**src/scl_pkg.sv**
```systemverilog
// Shared types, character codes and helper functions of the command line parser.
package scl_pkg;

  // Stored positions that a command ever looks at: 0 to 10.
  localparam int unsigned NCELLS = 11;
  localparam int unsigned NKINDS = 4;

  localparam logic [7:0] CHAR_LF    = 8'h0A;
  localparam logic [7:0] CHAR_CR    = 8'h0D;
  localparam logic [7:0] CHAR_COLON = 8'h3A;
  localparam logic [7:0] CHAR_ONE   = 8'h31;
  localparam logic [7:0] CHAR_PLUS  = 8'h2B;
  localparam logic [7:0] CHAR_MINUS = 8'h2D;
  localparam logic [7:0] CHAR_ZERO  = 8'h30;

  localparam logic [8*5-1:0]  TIME_STR  = "TIME=";
  localparam logic [8*6-1:0]  ARMED_STR = "ARMED=";
  localparam logic [8*10-1:0] CONN_STR  = "CONNECTED=";
  localparam logic [8*6-1:0]  ALARM_STR = "ALARM=";

  localparam logic [7:0] TIME_LEN  = 8'd11;
  localparam logic [7:0] ALARM_LEN = 8'd12;

  typedef enum logic [1:0] {
    KIND_TIME  = 2'd0,
    KIND_ALARM = 2'd1,
    KIND_ARMED = 2'd2,
    KIND_CONN  = 2'd3
  } scl_kind_e;

  // Running prefix match, one flag per command, passed from cell to cell.
  typedef struct packed {
    logic time_m;
    logic armed_m;
    logic conn_m;
    logic alarm_m;
  } scl_match_t;

  // Expected character at one position, one lane per command.
  typedef struct packed {
    logic [NKINDS-1:0]      care;
    logic [NKINDS-1:0][7:0] ch;
  } scl_pat_t;

  typedef struct packed {
    scl_kind_e  kind;
    logic [7:0] hours;
    logic [7:0] minutes;
    logic       level;
  } scl_result_t;

  function automatic scl_pat_t pattern_at(input int unsigned pos);
    scl_pat_t p;
    p = '0;
    if (pos < 5) begin
      p.care[KIND_TIME] = 1'b1;
      p.ch[KIND_TIME]   = TIME_STR[8*(4-pos) +: 8];
    end
    if (pos < 6) begin
      p.care[KIND_ARMED] = 1'b1;
      p.ch[KIND_ARMED]   = ARMED_STR[8*(5-pos) +: 8];
      p.care[KIND_ALARM] = 1'b1;
      p.ch[KIND_ALARM]   = ALARM_STR[8*(5-pos) +: 8];
    end
    if (pos < 10) begin
      p.care[KIND_CONN] = 1'b1;
      p.ch[KIND_CONN]   = CONN_STR[8*(9-pos) +: 8];
    end
    return p;
  endfunction

  function automatic logic is_ws(input logic [7:0] c);
    return c inside {[8'd9:8'd13], 8'd32};
  endfunction

  function automatic logic is_digit(input logic [7:0] c);
    return c inside {[8'd48:8'd57]};
  endfunction

  // atoi over two characters, wrapped to eight bits
  function automatic logic [7:0] decode_two(input logic [7:0] a, input logic [7:0] b);
    logic [7:0] v;
    v = '0;
    if (is_ws(a)) begin
      if (is_digit(b)) v = b - CHAR_ZERO;
    end else if (a == CHAR_PLUS || a == CHAR_MINUS) begin
      if (is_digit(b)) v = b - CHAR_ZERO;
      if (a == CHAR_MINUS) v = 8'd0 - v;
    end else if (is_digit(a)) begin
      v = a - CHAR_ZERO;
      if (is_digit(b)) v = 8'(v * 8'd10) + (b - CHAR_ZERO);
    end
    return v;
  endfunction

endpackage

```
**src/scl_cell.sv**
```systemverilog
// One line buffer cell: holds one character and extends the prefix match chain.
module scl_cell (
  input  logic                   clk_i,
  input  logic                   wr_en_i,
  input  logic [7:0]             wr_byte_i,
  input  scl_pkg::scl_pat_t      pat_i,
  input  scl_pkg::scl_match_t    match_i,
  output scl_pkg::scl_match_t    match_o,
  output logic [7:0]             char_o
);
  import scl_pkg::*;

  logic [7:0]        char_q;
  logic [NKINDS-1:0] hit;

  always_ff @(posedge clk_i) begin
    if (wr_en_i) char_q <= wr_byte_i;
  end

  // forward the byte being written so a line can end in this cycle
  assign char_o = wr_en_i ? wr_byte_i : char_q;

  always_comb begin
    for (int k = 0; k < NKINDS; k++) begin
      hit[k] = !pat_i.care[k] || (char_o == pat_i.ch[k]);
    end
  end

  assign match_o.time_m  = match_i.time_m  & hit[KIND_TIME];
  assign match_o.armed_m = match_i.armed_m & hit[KIND_ARMED];
  assign match_o.conn_m  = match_i.conn_m  & hit[KIND_CONN];
  assign match_o.alarm_m = match_i.alarm_m & hit[KIND_ALARM];

endmodule

```
**src/scl_out_buf.sv**
```systemverilog
// Output register with a skid stage for result items.
module scl_out_buf (
  input  logic                  clk_i,
  input  logic                  rst_ni,
  input  logic                  res_valid_i,
  input  scl_pkg::scl_result_t  res_i,
  output logic                  full_o,
  output logic                  out_valid_o,
  input  logic                  out_stall_i,
  output scl_pkg::scl_result_t  out_o
);
  import scl_pkg::*;

  logic        ov_q, ov_d;
  logic        sv_q, sv_d;
  scl_result_t out_q, out_d;
  scl_result_t skid_q, skid_d;
  logic        fire;

  assign fire = ov_q & !out_stall_i;

  always_comb begin
    ov_d   = ov_q;
    sv_d   = sv_q;
    out_d  = out_q;
    skid_d = skid_q;
    if (sv_q) begin
      // input is held off while the skid stage is full
      if (fire) begin
        out_d = skid_q;
        sv_d  = 1'b0;
      end
    end else if (!ov_q || fire) begin
      ov_d  = res_valid_i;
      out_d = res_i;
    end else if (res_valid_i) begin
      skid_d = res_i;
      sv_d   = 1'b1;
    end
  end

  always_ff @(posedge clk_i or negedge rst_ni) begin
    if (!rst_ni) begin
      ov_q <= 1'b0;
      sv_q <= 1'b0;
    end else begin
      ov_q <= ov_d;
      sv_q <= sv_d;
    end
  end

  always_ff @(posedge clk_i) begin
    out_q  <= out_d;
    skid_q <= skid_d;
  end

  assign full_o      = sv_q;
  assign out_valid_o = ov_q;
  assign out_o       = out_q;

endmodule

```
**src/serial_command_line_parser_core.sv**
```systemverilog
// Top level of the serial command line parser: cell row, line index and result output.
//
//  channel | direction | handshake                   | payload
//  rx      | in        | rx_valid_i / rx_stall_o     | rx_byte_i
//  ev      | out       | ev_valid_o / ev_stall_i     | event_kind_o hours_o minutes_o level_o
//
// One byte is taken per cycle while rx_stall_o is low. The match over the cell row and
// the field decode settle in the cycle the newline is taken; the result is registered.
// rx_stall_o rises only when the output register and the skid stage both hold results.
// Reset clears the line index and the output valids; cell contents stay undefined.
module serial_command_line_parser_core #(
  parameter int unsigned LINE_DEPTH = 64
) (
  input  logic       clk_i,
  input  logic       rst_ni,
  input  logic       rx_valid_i,
  output logic       rx_stall_o,
  input  logic [7:0] rx_byte_i,
  output logic       ev_valid_o,
  input  logic       ev_stall_i,
  output logic [1:0] event_kind_o,
  output logic [7:0] hours_o,
  output logic [7:0] minutes_o,
  output logic       level_o
);
  import scl_pkg::*;

  localparam int unsigned IW = $clog2(LINE_DEPTH + 1);

  logic [IW-1:0] idx_q, idx_d;
  logic [IW-1:0] len;
  logic          rx_fire, is_cr, is_lf;
  logic          full;

  scl_match_t              chain [NCELLS+1];
  logic [NCELLS-1:0][7:0]  chars;
  scl_result_t             res, out_res;
  logic                    res_valid;

  assign rx_stall_o = full;
  assign rx_fire    = rx_valid_i & !full;
  assign is_cr      = rx_byte_i == CHAR_CR;
  assign is_lf      = rx_byte_i == CHAR_LF;
  assign len        = idx_q + IW'(1);

  always_comb begin
    idx_d = idx_q;
    if (rx_fire && !is_cr) begin
      if (is_lf || len >= IW'(LINE_DEPTH)) idx_d = '0;
      else                                 idx_d = len;
    end
  end

  always_ff @(posedge clk_i or negedge rst_ni) begin
    if (!rst_ni) idx_q <= '0;
    else         idx_q <= idx_d;
  end

  assign chain[0] = '1;

  for (genvar i = 0; i < NCELLS; i++) begin : g_cell
    scl_cell u_cell (
      .clk_i     (clk_i),
      .wr_en_i   (rx_fire && !is_cr && idx_q == IW'(i)),
      .wr_byte_i (rx_byte_i),
      .pat_i     (pattern_at(i)),
      .match_i   (chain[i]),
      .match_o   (chain[i+1]),
      .char_o    (chars[i])
    );
  end

  always_comb begin
    res       = '0;
    res_valid = 1'b0;
    res.kind  = KIND_TIME;
    if (rx_fire && is_lf) begin
      if (chain[NCELLS].time_m) begin
        // wrong length or missing colon: drop the line
        if (IW'(len) == IW'(TIME_LEN) && chars[7] == CHAR_COLON) begin
          res_valid   = 1'b1;
          res.kind    = KIND_TIME;
          res.hours   = decode_two(chars[5], chars[6]);
          res.minutes = decode_two(chars[8], chars[9]);
        end
      end else if (chain[NCELLS].armed_m) begin
        res_valid = 1'b1;
        res.kind  = KIND_ARMED;
        res.level = chars[6] == CHAR_ONE;
      end else if (chain[NCELLS].conn_m) begin
        res_valid = 1'b1;
        res.kind  = KIND_CONN;
        res.level = chars[10] == CHAR_ONE;
      end else if (chain[NCELLS].alarm_m) begin
        if (IW'(len) == IW'(ALARM_LEN) && chars[8] == CHAR_COLON) begin
          res_valid   = 1'b1;
          res.kind    = KIND_ALARM;
          res.hours   = decode_two(chars[6], chars[7]);
          res.minutes = decode_two(chars[9], chars[10]);
        end
      end
    end
  end

  scl_out_buf u_out (
    .clk_i       (clk_i),
    .rst_ni      (rst_ni),
    .res_valid_i (res_valid),
    .res_i       (res),
    .full_o      (full),
    .out_valid_o (ev_valid_o),
    .out_stall_i (ev_stall_i),
    .out_o       (out_res)
  );

  assign event_kind_o = out_res.kind;
  assign hours_o      = out_res.hours;
  assign minutes_o    = out_res.minutes;
  assign level_o      = out_res.level;

`ifndef SYNTH
  a_skid_implies_out : assert property (@(posedge clk_i) disable iff (!rst_ni)
    rx_stall_o |-> ev_valid_o)
    else $error("skid stage full while output register empty");

  a_idx_in_range : assert property (@(posedge clk_i) disable iff (!rst_ni)
    idx_q < IW'(LINE_DEPTH))
    else $error("line index beyond buffer depth");

  a_cr_holds_idx : assert property (@(posedge clk_i) disable iff (!rst_ni)
    (rx_fire && is_cr) |=> $stable(idx_q))
    else $error("carriage return moved the line index");

  a_result_on_lf : assert property (@(posedge clk_i) disable iff (!rst_ni)
    res_valid |-> (rx_fire && is_lf))
    else $error("result raised without a newline");
`endif

endmodule
```
**config.mk**
```make
export PLATFORM = sky130hd
export DESIGN_NAME = serial_command_line_parser_core
export DESIGN_NICKNAME = d
export VERILOG_FILES = /design/src/scl_pkg.sv /design/src/scl_cell.sv /design/src/scl_out_buf.sv /design/src/serial_command_line_parser_core.sv
export SDC_FILE = /design/constraint.sdc
export NUM_CORES = 1
export LEC_CHECK = 0
export BUFFER_PORTS_ARGS = -buffer_cell sky130_fd_sc_hd__buf_2
export CAP_MARGIN = 10
export CELL_PAD_IN_SITES_DETAIL_PLACEMENT = 0
export CELL_PAD_IN_SITES_GLOBAL_PLACEMENT = 1
export CORE_ASPECT_RATIO = 1.4
export CORE_MARGIN = 2
export CORE_UTILIZATION = 46
export DETAILED_ROUTE_END_ITERATION = 8
export GPL_TIMING_DRIVEN = 1
export PLACE_DENSITY_LB_ADDON = 0.1
export SKIP_LAST_GASP = 1
export SLEW_MARGIN = 20
export SYNTH_ARGS = -nofsm -noshare
export SYNTH_HDL_FRONTEND = slang
export SYNTH_HIERARCHICAL = 1
export SYNTH_SLANG_ARGS = --single-unit
```
**constraint.sdc**
```tcl
create_clock -name clk_i -period 6.34 [get_ports clk_i]
set_input_delay 0 -clock clk_i [delete_from_list [all_inputs] [get_ports clk_i]]
set_output_delay 0 -clock clk_i [all_outputs]
set_load 0.02 [all_outputs]
```
==> results of run 1 <==
[power by group through the flow]
stage	registers (mW)	logic (mW)	clock network, mW
floorplan	1.26	3.55	0
detailed placement	1.29	4.54	0
finish	1.28	4.65	1.05
global placement	1.28	4.45	0
CTS	1.28	4.57	1.06
global route	1.31	5.22	1.10
[routing by layer]
layer | part of all wire (%) | wire length, um | vias to the layer above
met3 | 3.0 | 1187 | 63
met4 | 2.9 | 1156 | 0
met2 | 52 | 20420 | 207
li1 | - | - | 6143
met5 | 0 | 0 | -
met1 | 42 | 16800 | 5586
[cell type report]
type                            count  share of cell area (%)
Sequential cell                   135                   18.18
Clock inverter                     15                   1.033
Multi-Input combinational cell   1670                   68.39
Timing Repair Buffer              102                   4.030
Clock buffer                       17                   2.473
Inverter                          140                   3.055
Tap cell                          390                   2.837
[path summary, 6_finish.rpt]
path                                               startpoint  slack, ns                                 end  depth (start not counted)
setup / recovery                         idx_q[4]$_DFFE_PN0P_       0.35           u_out/out_o[13]$_DFFE_PP_                         24
max in group asynchronous                              rst_ni       5.38                idx_q[4]$_DFFE_PN0P_                          3
setup reg to reg                         idx_q[4]$_DFFE_PN0P_       0.35           u_out/out_o[13]$_DFFE_PP_                         24
hold reg to reg            g_cell[0].u_cell/char_q[7]$_DFF_P_       0.51  g_cell[0].u_cell/char_q[7]$_DFF_P_                          2
min in group asynchronous                              rst_ni       0.60       u_out/out_valid_o$_DFFE_PN0P_                          3
hold / removal                                     rx_valid_i       0.11                idx_q[0]$_DFFE_PN0P_                          5
[synthesized netlist by cell type, drive strengths merged, types with 30 or more instances]
cell type  instances
ha                77
o21ai            104
and2              69
nand4            100
xnor2             34
xor2             358
edfxtp            38
buf               30
a21oi             75
mux2i             94
nor2              45
nand2             60
dfxtp             88
inv              140
[cells by family (layout without fill, tap and decap cells)]
group,Yosys count,after routing,share of synthesized area [%]
xor+xnor,396,396,24.90
simple gates,376,376,14.94
compound gates,300,300,13.34
buf+inv,184,274,5.818
flops,135,135,22.11
mux,113,113,10.89
fa+ha+maj,85,85,7.941
other cells,2,400,0.05307
[worst register-to-register path: stages, from the launching register on]
cell,delay (ns)
dfrtp_1,0.46
or4_1,0.62
nor3_2,0.20
and2_1,0.60
mux2i_2,0.52
xor2_1,0.19
nand4_1,0.11
o21ai_1,0.13
and2_1,0.16
and2_1,0.15
and2_1,0.14
and2_1,0.11
and2_1,0.11
and2_1,0.17
and2_1,0.13
and2_1,0.11
and2_1,0.13
and3b_1,0.18
nand4_1,0.11
a221oi_2,0.30
nand2_1,0.15
nor2_1,0.45
o211ai_1,0.19
a21oi_1,0.25
mux2_4,0.19
[sequential cells by signal, indices dropped and copies added, names as in the netlist]
signal and flops:
u_out/out_o 19, g_cell.u_cell/char_q 88, idx_q 7, u_out/skid_q 19, u_out/out_valid_o 1, u_out/full_o 1
[what timing repair did]
action,CTS,global route
hold buffers,3,0
resized for setup,0,8
setup buffers,0,13
endpoints found under the setup margin,0,38
endpoints found under the hold margin,11,0
==> key figures, run 1 <==
Pwr
  • Logic pwr share: 66.6%
  • Peak supply drop: 359.1 uV
  • Final Power: 6.975 mW
  • Cell-internal power: 3.737 mW
  • Leakage power: 7.779 nW
  • Sw power: 3.238 mW
  • Pwr per Cell Area: 405.5 nW/um2
  • Power share of the sequential group: 18.4%
  • Clock share of power: 15.0%
  • Sw frac: 46.43%

Critical path
  • Critical path class: flip-flop to flip-flop
  • CP Data Arrival Time: 6.31 ns
  • Crit path max fanout: 8
  • Cell mode on critical path: and2_1
  • Worst path cell trace: or4_1 > nor3_2 > and2_1 > mux2i_2 > xor2_1 > nand4_1 > o21ai_1 > and2_1 > and2_1 > and2_1 > and2_1 > and2_1 > and2_1 > and2_1 > and2_1 > and2_1 > and3b_1 > nand4_1 > a221oi_2 > nand2_1 > nor2_1 > o211ai_1 > a21oi_1 > mux2_4
  • Worst setup EP type: flip-flop
  • CP max stage cell: or4_1
  • Max stage delay on crit path: 0.62 ns
  • Largest delay share family, worst path: simple AND/OR/NAND/NOR gates
  • Buf/Inv on CP: 0
  • Critical path required time: 6.65 ns
  • CP Launch Type: flip-flop

Worst hold path
  • Hold Path Class: primary input to flip-flop

Global route
  • GRT Max-Usage Layer: met2
  • Global-route wire length before repair: 62950 um
  • Grt ovf: 0
  • GR Util met3: 2.641%
  • Aggregate global-route resource usage: 24.92%
  • Largest net degree at the start of global routing: 28
  • Vias in the first global route: 11740
  • Initial antenna violation count: 0
  • Met1 global-route usage: 29.96%
  • Met2 Track Usage GR: 46.12%

Timing
  • Tmin final: 5.994 ns
  • WHS: 0.1137 ns
  • Setup TNS: 0 ns
  • Setup Viol. Count Final: 0
  • Final Max Tran Viols: 0
  • RSZ-0062 raised after global routing: false
  • Final hold vios: 0
  • Actual slew at the worst max-slew pin: 0.8517 ns
  • Clk_skew: 0.01166 ns
  • Final period util: 94.54%
  • Worst slew margin: 41.75%
  • Final worst setup slack: 0.3463 ns
  • Max Clk Rate: 166.8 MHz

Place
  • PortBufs: 32
  • Cell Area, Placed: 16410 um2
  • RD Place Congestion: 0.8971
  • Post-place setup slack: 0.1417 ns
  • Placed Cells incl. Taps: 2421
  • HPWL reported at the end of detailed placement: 30690 um

Logic synthesis
  • Syn Area/Cell: 8.894 um2
  • Cells after synthesis: 1591
  • Top cell type's share of synthesized area: 22.16%
  • Ys flop type: dfxtp_1
  • Asr flop ratio synth: 6.667%
  • #FFs+latches synth: 135
  • Area leader, netlist: xor2_1
  • EDFF count, synth: 38
  • Ys Warns: 6
  • Largest cells by area after synthesis: xor2_1 22%, dfxtp_1 12%, mux2i_2 8.6%
  • Post-synth design cell area: 14150 um2
  • Post-synthesis cell type count: 81
  • Post-synthesis sequential area ratio: 22.11%

Layout
  • Fin cells: 2469
  • Layout area overhead: 21.57%
  • Commonest non-fill, non-tap cell in the layout: conb_1
  • Post-layout util: 56.35%
  • Commonest cells after routing, fill and taps aside: 400 x conb_1, 358 x xor2_1, 140 x inv_1
  • Finished Cell Area: 17200 um2
  • # fillers: 2910
  • Final nets: 2163
  • Footprint of the multi-input gates: 11760 um2
  • Layout cells sized above 1: 12.36%
  • Ant. Diodes: 0
  • Seq. cell area: 3128 um2

Clock network
  • Maximum clock path buffer count: 2
  • Worst skew pair latency: 0.44 ns
  • Reg clk slew, reported paths: 0.06 ns
  • H-tree depth: 4
  • CTS tree: yes
  • Clock sink total: 135
  • Clk root buf: clkbuf_16
  • CTS Buf Count: 17

Die
  • Initial core utilization: 46.36%
  • IO Pins: 33
  • Core area: 30520 um2
  • Rows: 76
  • Die height: 211.5 um
  • Die ar.: 32200 um2
  • DIE WIDTH: 152.2 um

Drt
  • Initial DRC Count: 595
  • # DRC: 0
  • Drt first pass iters: 5
  • Drt wl/cell: 16.02 um
  • Final WL: 39560 um
  • Post-DR vias/cell: 4.860
  • Post-DRT Antenna Nets: 0
  • Detailed-route via count: 12000

Outcome
  • Outcome: finished, final reports clean

Flow run
  • Max_cap viols: 0
No activity file was read; power rests on OpenSTA's default activity.
==> run 2, diff against run 1 <==
--- a/config.mk
+++ b/config.mk
@@ -12,6 +12,7 @@
 export CORE_ASPECT_RATIO = 1.4
 export CORE_MARGIN = 2
 export CORE_UTILIZATION = 46
+export CTS_BUF_LIST = sky130_fd_sc_hd__clkbuf_4
 export DETAILED_ROUTE_END_ITERATION = 8
 export GPL_TIMING_DRIVEN = 1
 export PLACE_DENSITY_LB_ADDON = 0.1
==> key figures, run 2 (synthesized netlist as in run 1, its figures left out) <==
Critical path
  • CP Data Arrival Time: 6.43 ns
  • Critical path class: flip-flop to flip-flop
  • Worst Reg-to-Reg Cells: 25
  • R2r setup slk: 0.40 ns
  • Crit path max fanout: 8
  • CP Launch Type: flip-flop
  • RR Endpoint: u_out/out_o[13]$_DFFE_PP_
  • Buf/Inv on CP: 0
  • FF-to-FF Start: idx_q[4]$_DFFE_PN0P_
  • Largest delay share family, worst path: simple AND/OR/NAND/NOR gates
  • Max stage delay on crit path: 0.62 ns
  • CP max stage cell: or4_1
  • Cell mode on critical path: and2_1
  • Critical path required time: 6.82 ns
  • Worst setup EP type: flip-flop

Global route
  • Largest net degree at the start of global routing: 28
  • Grt ovf: 0
  • Met1 global-route usage: 29.81%
  • GRT Max-Usage Layer: met2
  • Met2 Track Usage GR: 46.47%
  • GR Util met3: 2.702%
  • Global-route wire length before repair: 62960 um
  • Aggregate global-route resource usage: 24.97%
  • Initial antenna violation count: 1
  • Vias in the first global route: 11800

Timing
  • Final hold vios: 0
  • Final period util: 93.77%
  • Setup Viol. Count Final: 0
  • Final Max Tran Viols: 0
  • Tmin final: 5.945 ns
  • Clk_skew: 0.01966 ns
  • Max Clk Rate: 168.2 MHz
  • Actual slew at the worst max-slew pin: 0.8550 ns
  • Worst slew margin: 41.52%
  • Setup TNS: 0 ns

Drt
  • Post-DR vias/cell: 4.846
  • Detailed-route via count: 11980
  • Drt first pass iters: 5
  • Drt wl/cell: 16.04 um
  • Initial DRC Count: 575
  • Final WL: 39640 um
  • # DRC: 0
  • Post-DRT Antenna Nets: 0

Clock network
  • Reg clk slew, reported paths: 0.13 ns
  • Maximum clock path buffer count: 2
  • CTS Buf Count: 17
  • Clock sink total: 135
  • Clk root buf: clkbuf_4
  • CTS tree: yes
  • Worst skew pair latency: 0.60 ns
  • H-tree depth: 4

Worst hold path
  • Hold-critical path depth: 4
  • Hold Path Class: primary input to flip-flop
  • Hold path startpoint: rx_byte_i[7]
  • Worst hold path endpoint: g_cell[0].u_cell/char_q[7]$_DFF_P_

Layout
  • Layout area overhead: 19.64%
  • Max reg flops: 88
  • Layout cells sized above 1: 12.45%
  • Fin cells: 2472
  • Commonest non-fill, non-tap cell in the layout: conb_1
  • Final nets: 2165
  • Largest Register: g_cell.u_cell/char_q
  • Commonest cells after routing, fill and taps aside: 400 x conb_1, 358 x xor2_1, 140 x inv_1
  • # fillers: 2949
  • Finished Cell Area: 16930 um2

Die
  • Initial core utilization: 46.36%
  • Die height: 211.5 um
  • Core area: 30520 um2
  • Rows: 76
  • DIE WIDTH: 152.2 um
  • Die ar.: 32200 um2
  • IO Pins: 33

Place
  • PortBufs: 32
  • Cell Area, Placed: 16410 um2
  • Placed Cells incl. Taps: 2421
  • RD Place Congestion: 0.8971
  • HPWL reported at the end of detailed placement: 30690 um

Flow run
  • Max_cap viols: 0

Pwr
  • Pwr per Cell Area: 388.8 nW/um2
  • Peak supply drop: 357.3 uV
  • Leakage power: 7.657 nW

Outcome
  • Outcome: finished, final reports clean
run 2: worst max-delay path by stage:
stage	startpoint	endpoint	slack, ns	depth (start not counted)
2_1_floorplan	u_out/full_o$_DFF_PN0_	u_out/skid_q[0]$_DFFE_PP_	0.1	29
3_3_place_gp	idx_q[4]$_DFFE_PN0P_	u_out/out_o[15]$_DFFE_PP_	0.20	25
3_5_place_dp	idx_q[4]$_DFFE_PN0P_	u_out/out_o[2]$_DFFE_PP_	0.14	25
4_1_cts	idx_q[4]$_DFFE_PN0P_	u_out/out_o[2]$_DFFE_PP_	0.07	25
5_1_grt	idx_q[4]$_DFFE_PN0P_	u_out/out_o[15]$_DFFE_PP_	-0.001	25
6_report	idx_q[4]$_DFFE_PN0P_	u_out/out_o[13]$_DFFE_PP_	0.40	25
run 2: power by group:
| group | internal (mW) | switching [mW] |
|---|---|---|
| Combinational | 1.97 | 2.68 |
| Sequential | 1.15 | 0.133 |
| Clock | 0.274 | 0.378 |
run 2: final cells by class:
class                      count  area (um2)  share of cell area [%]
multi-input combinational   1670       11770                   69.51
tap                          390       488.0                   2.882
timing repair buffer         104       713.2                   4.213
clock buffer                  17       127.6                  0.7539
antenna                        1       2.502                 0.01478
sequential                   135        3128                   18.48
clock inverter                15       177.7                   1.050
inverter                     140       525.5                   3.104
run 2: routing by layer:
| metal | routed length, um | up-vias |
|---|---|---|
| li1 | - | 6140 |
| met1 | 17040 | 5557 |
| met2 | 20570 | 223 |
| met3 | 947 | 60 |
| met4 | 1085 | 0 |
| met5 | 0 | - |
run 2: repair_timing:
item | in CTS | in global routing
hold buffers | 5 | 0
setup endpoints to repair | 0 | 38
endpoints found under the hold margin | 44 | 0
gates resized for setup | 0 | 10
buffers inserted | 0 | 13
run 2: stage by stage:
| stage | hold slack, ns | total power, mW | worst slack, ns | util, % |
|---|---|---|---|---|
| 6_report | 0.04876 | 6.581 | 0.3953 | 55.46 |
| 5_1_grt | 0.03154 | 7.234 | -0.001305 | 55.46 |
| 4_1_cts | 0.09162 | 6.518 | 0.06851 | 54.92 |
| 3_5_place_dp | -0.1170 | 5.832 | 0.1417 | 53.75 |
| 3_3_place_gp | -0.1159 | 5.733 | 0.1955 | 53.75 |
| 2_1_floorplan | -0.2956 | 4.813 | 0.09993 | - |
run 2: tightest hold or removal path, delay by kind of cell:
kind / cells / cell delay, ns
buffers and inverters: 3 / 0.48
multiplexers: 1 / 0.13
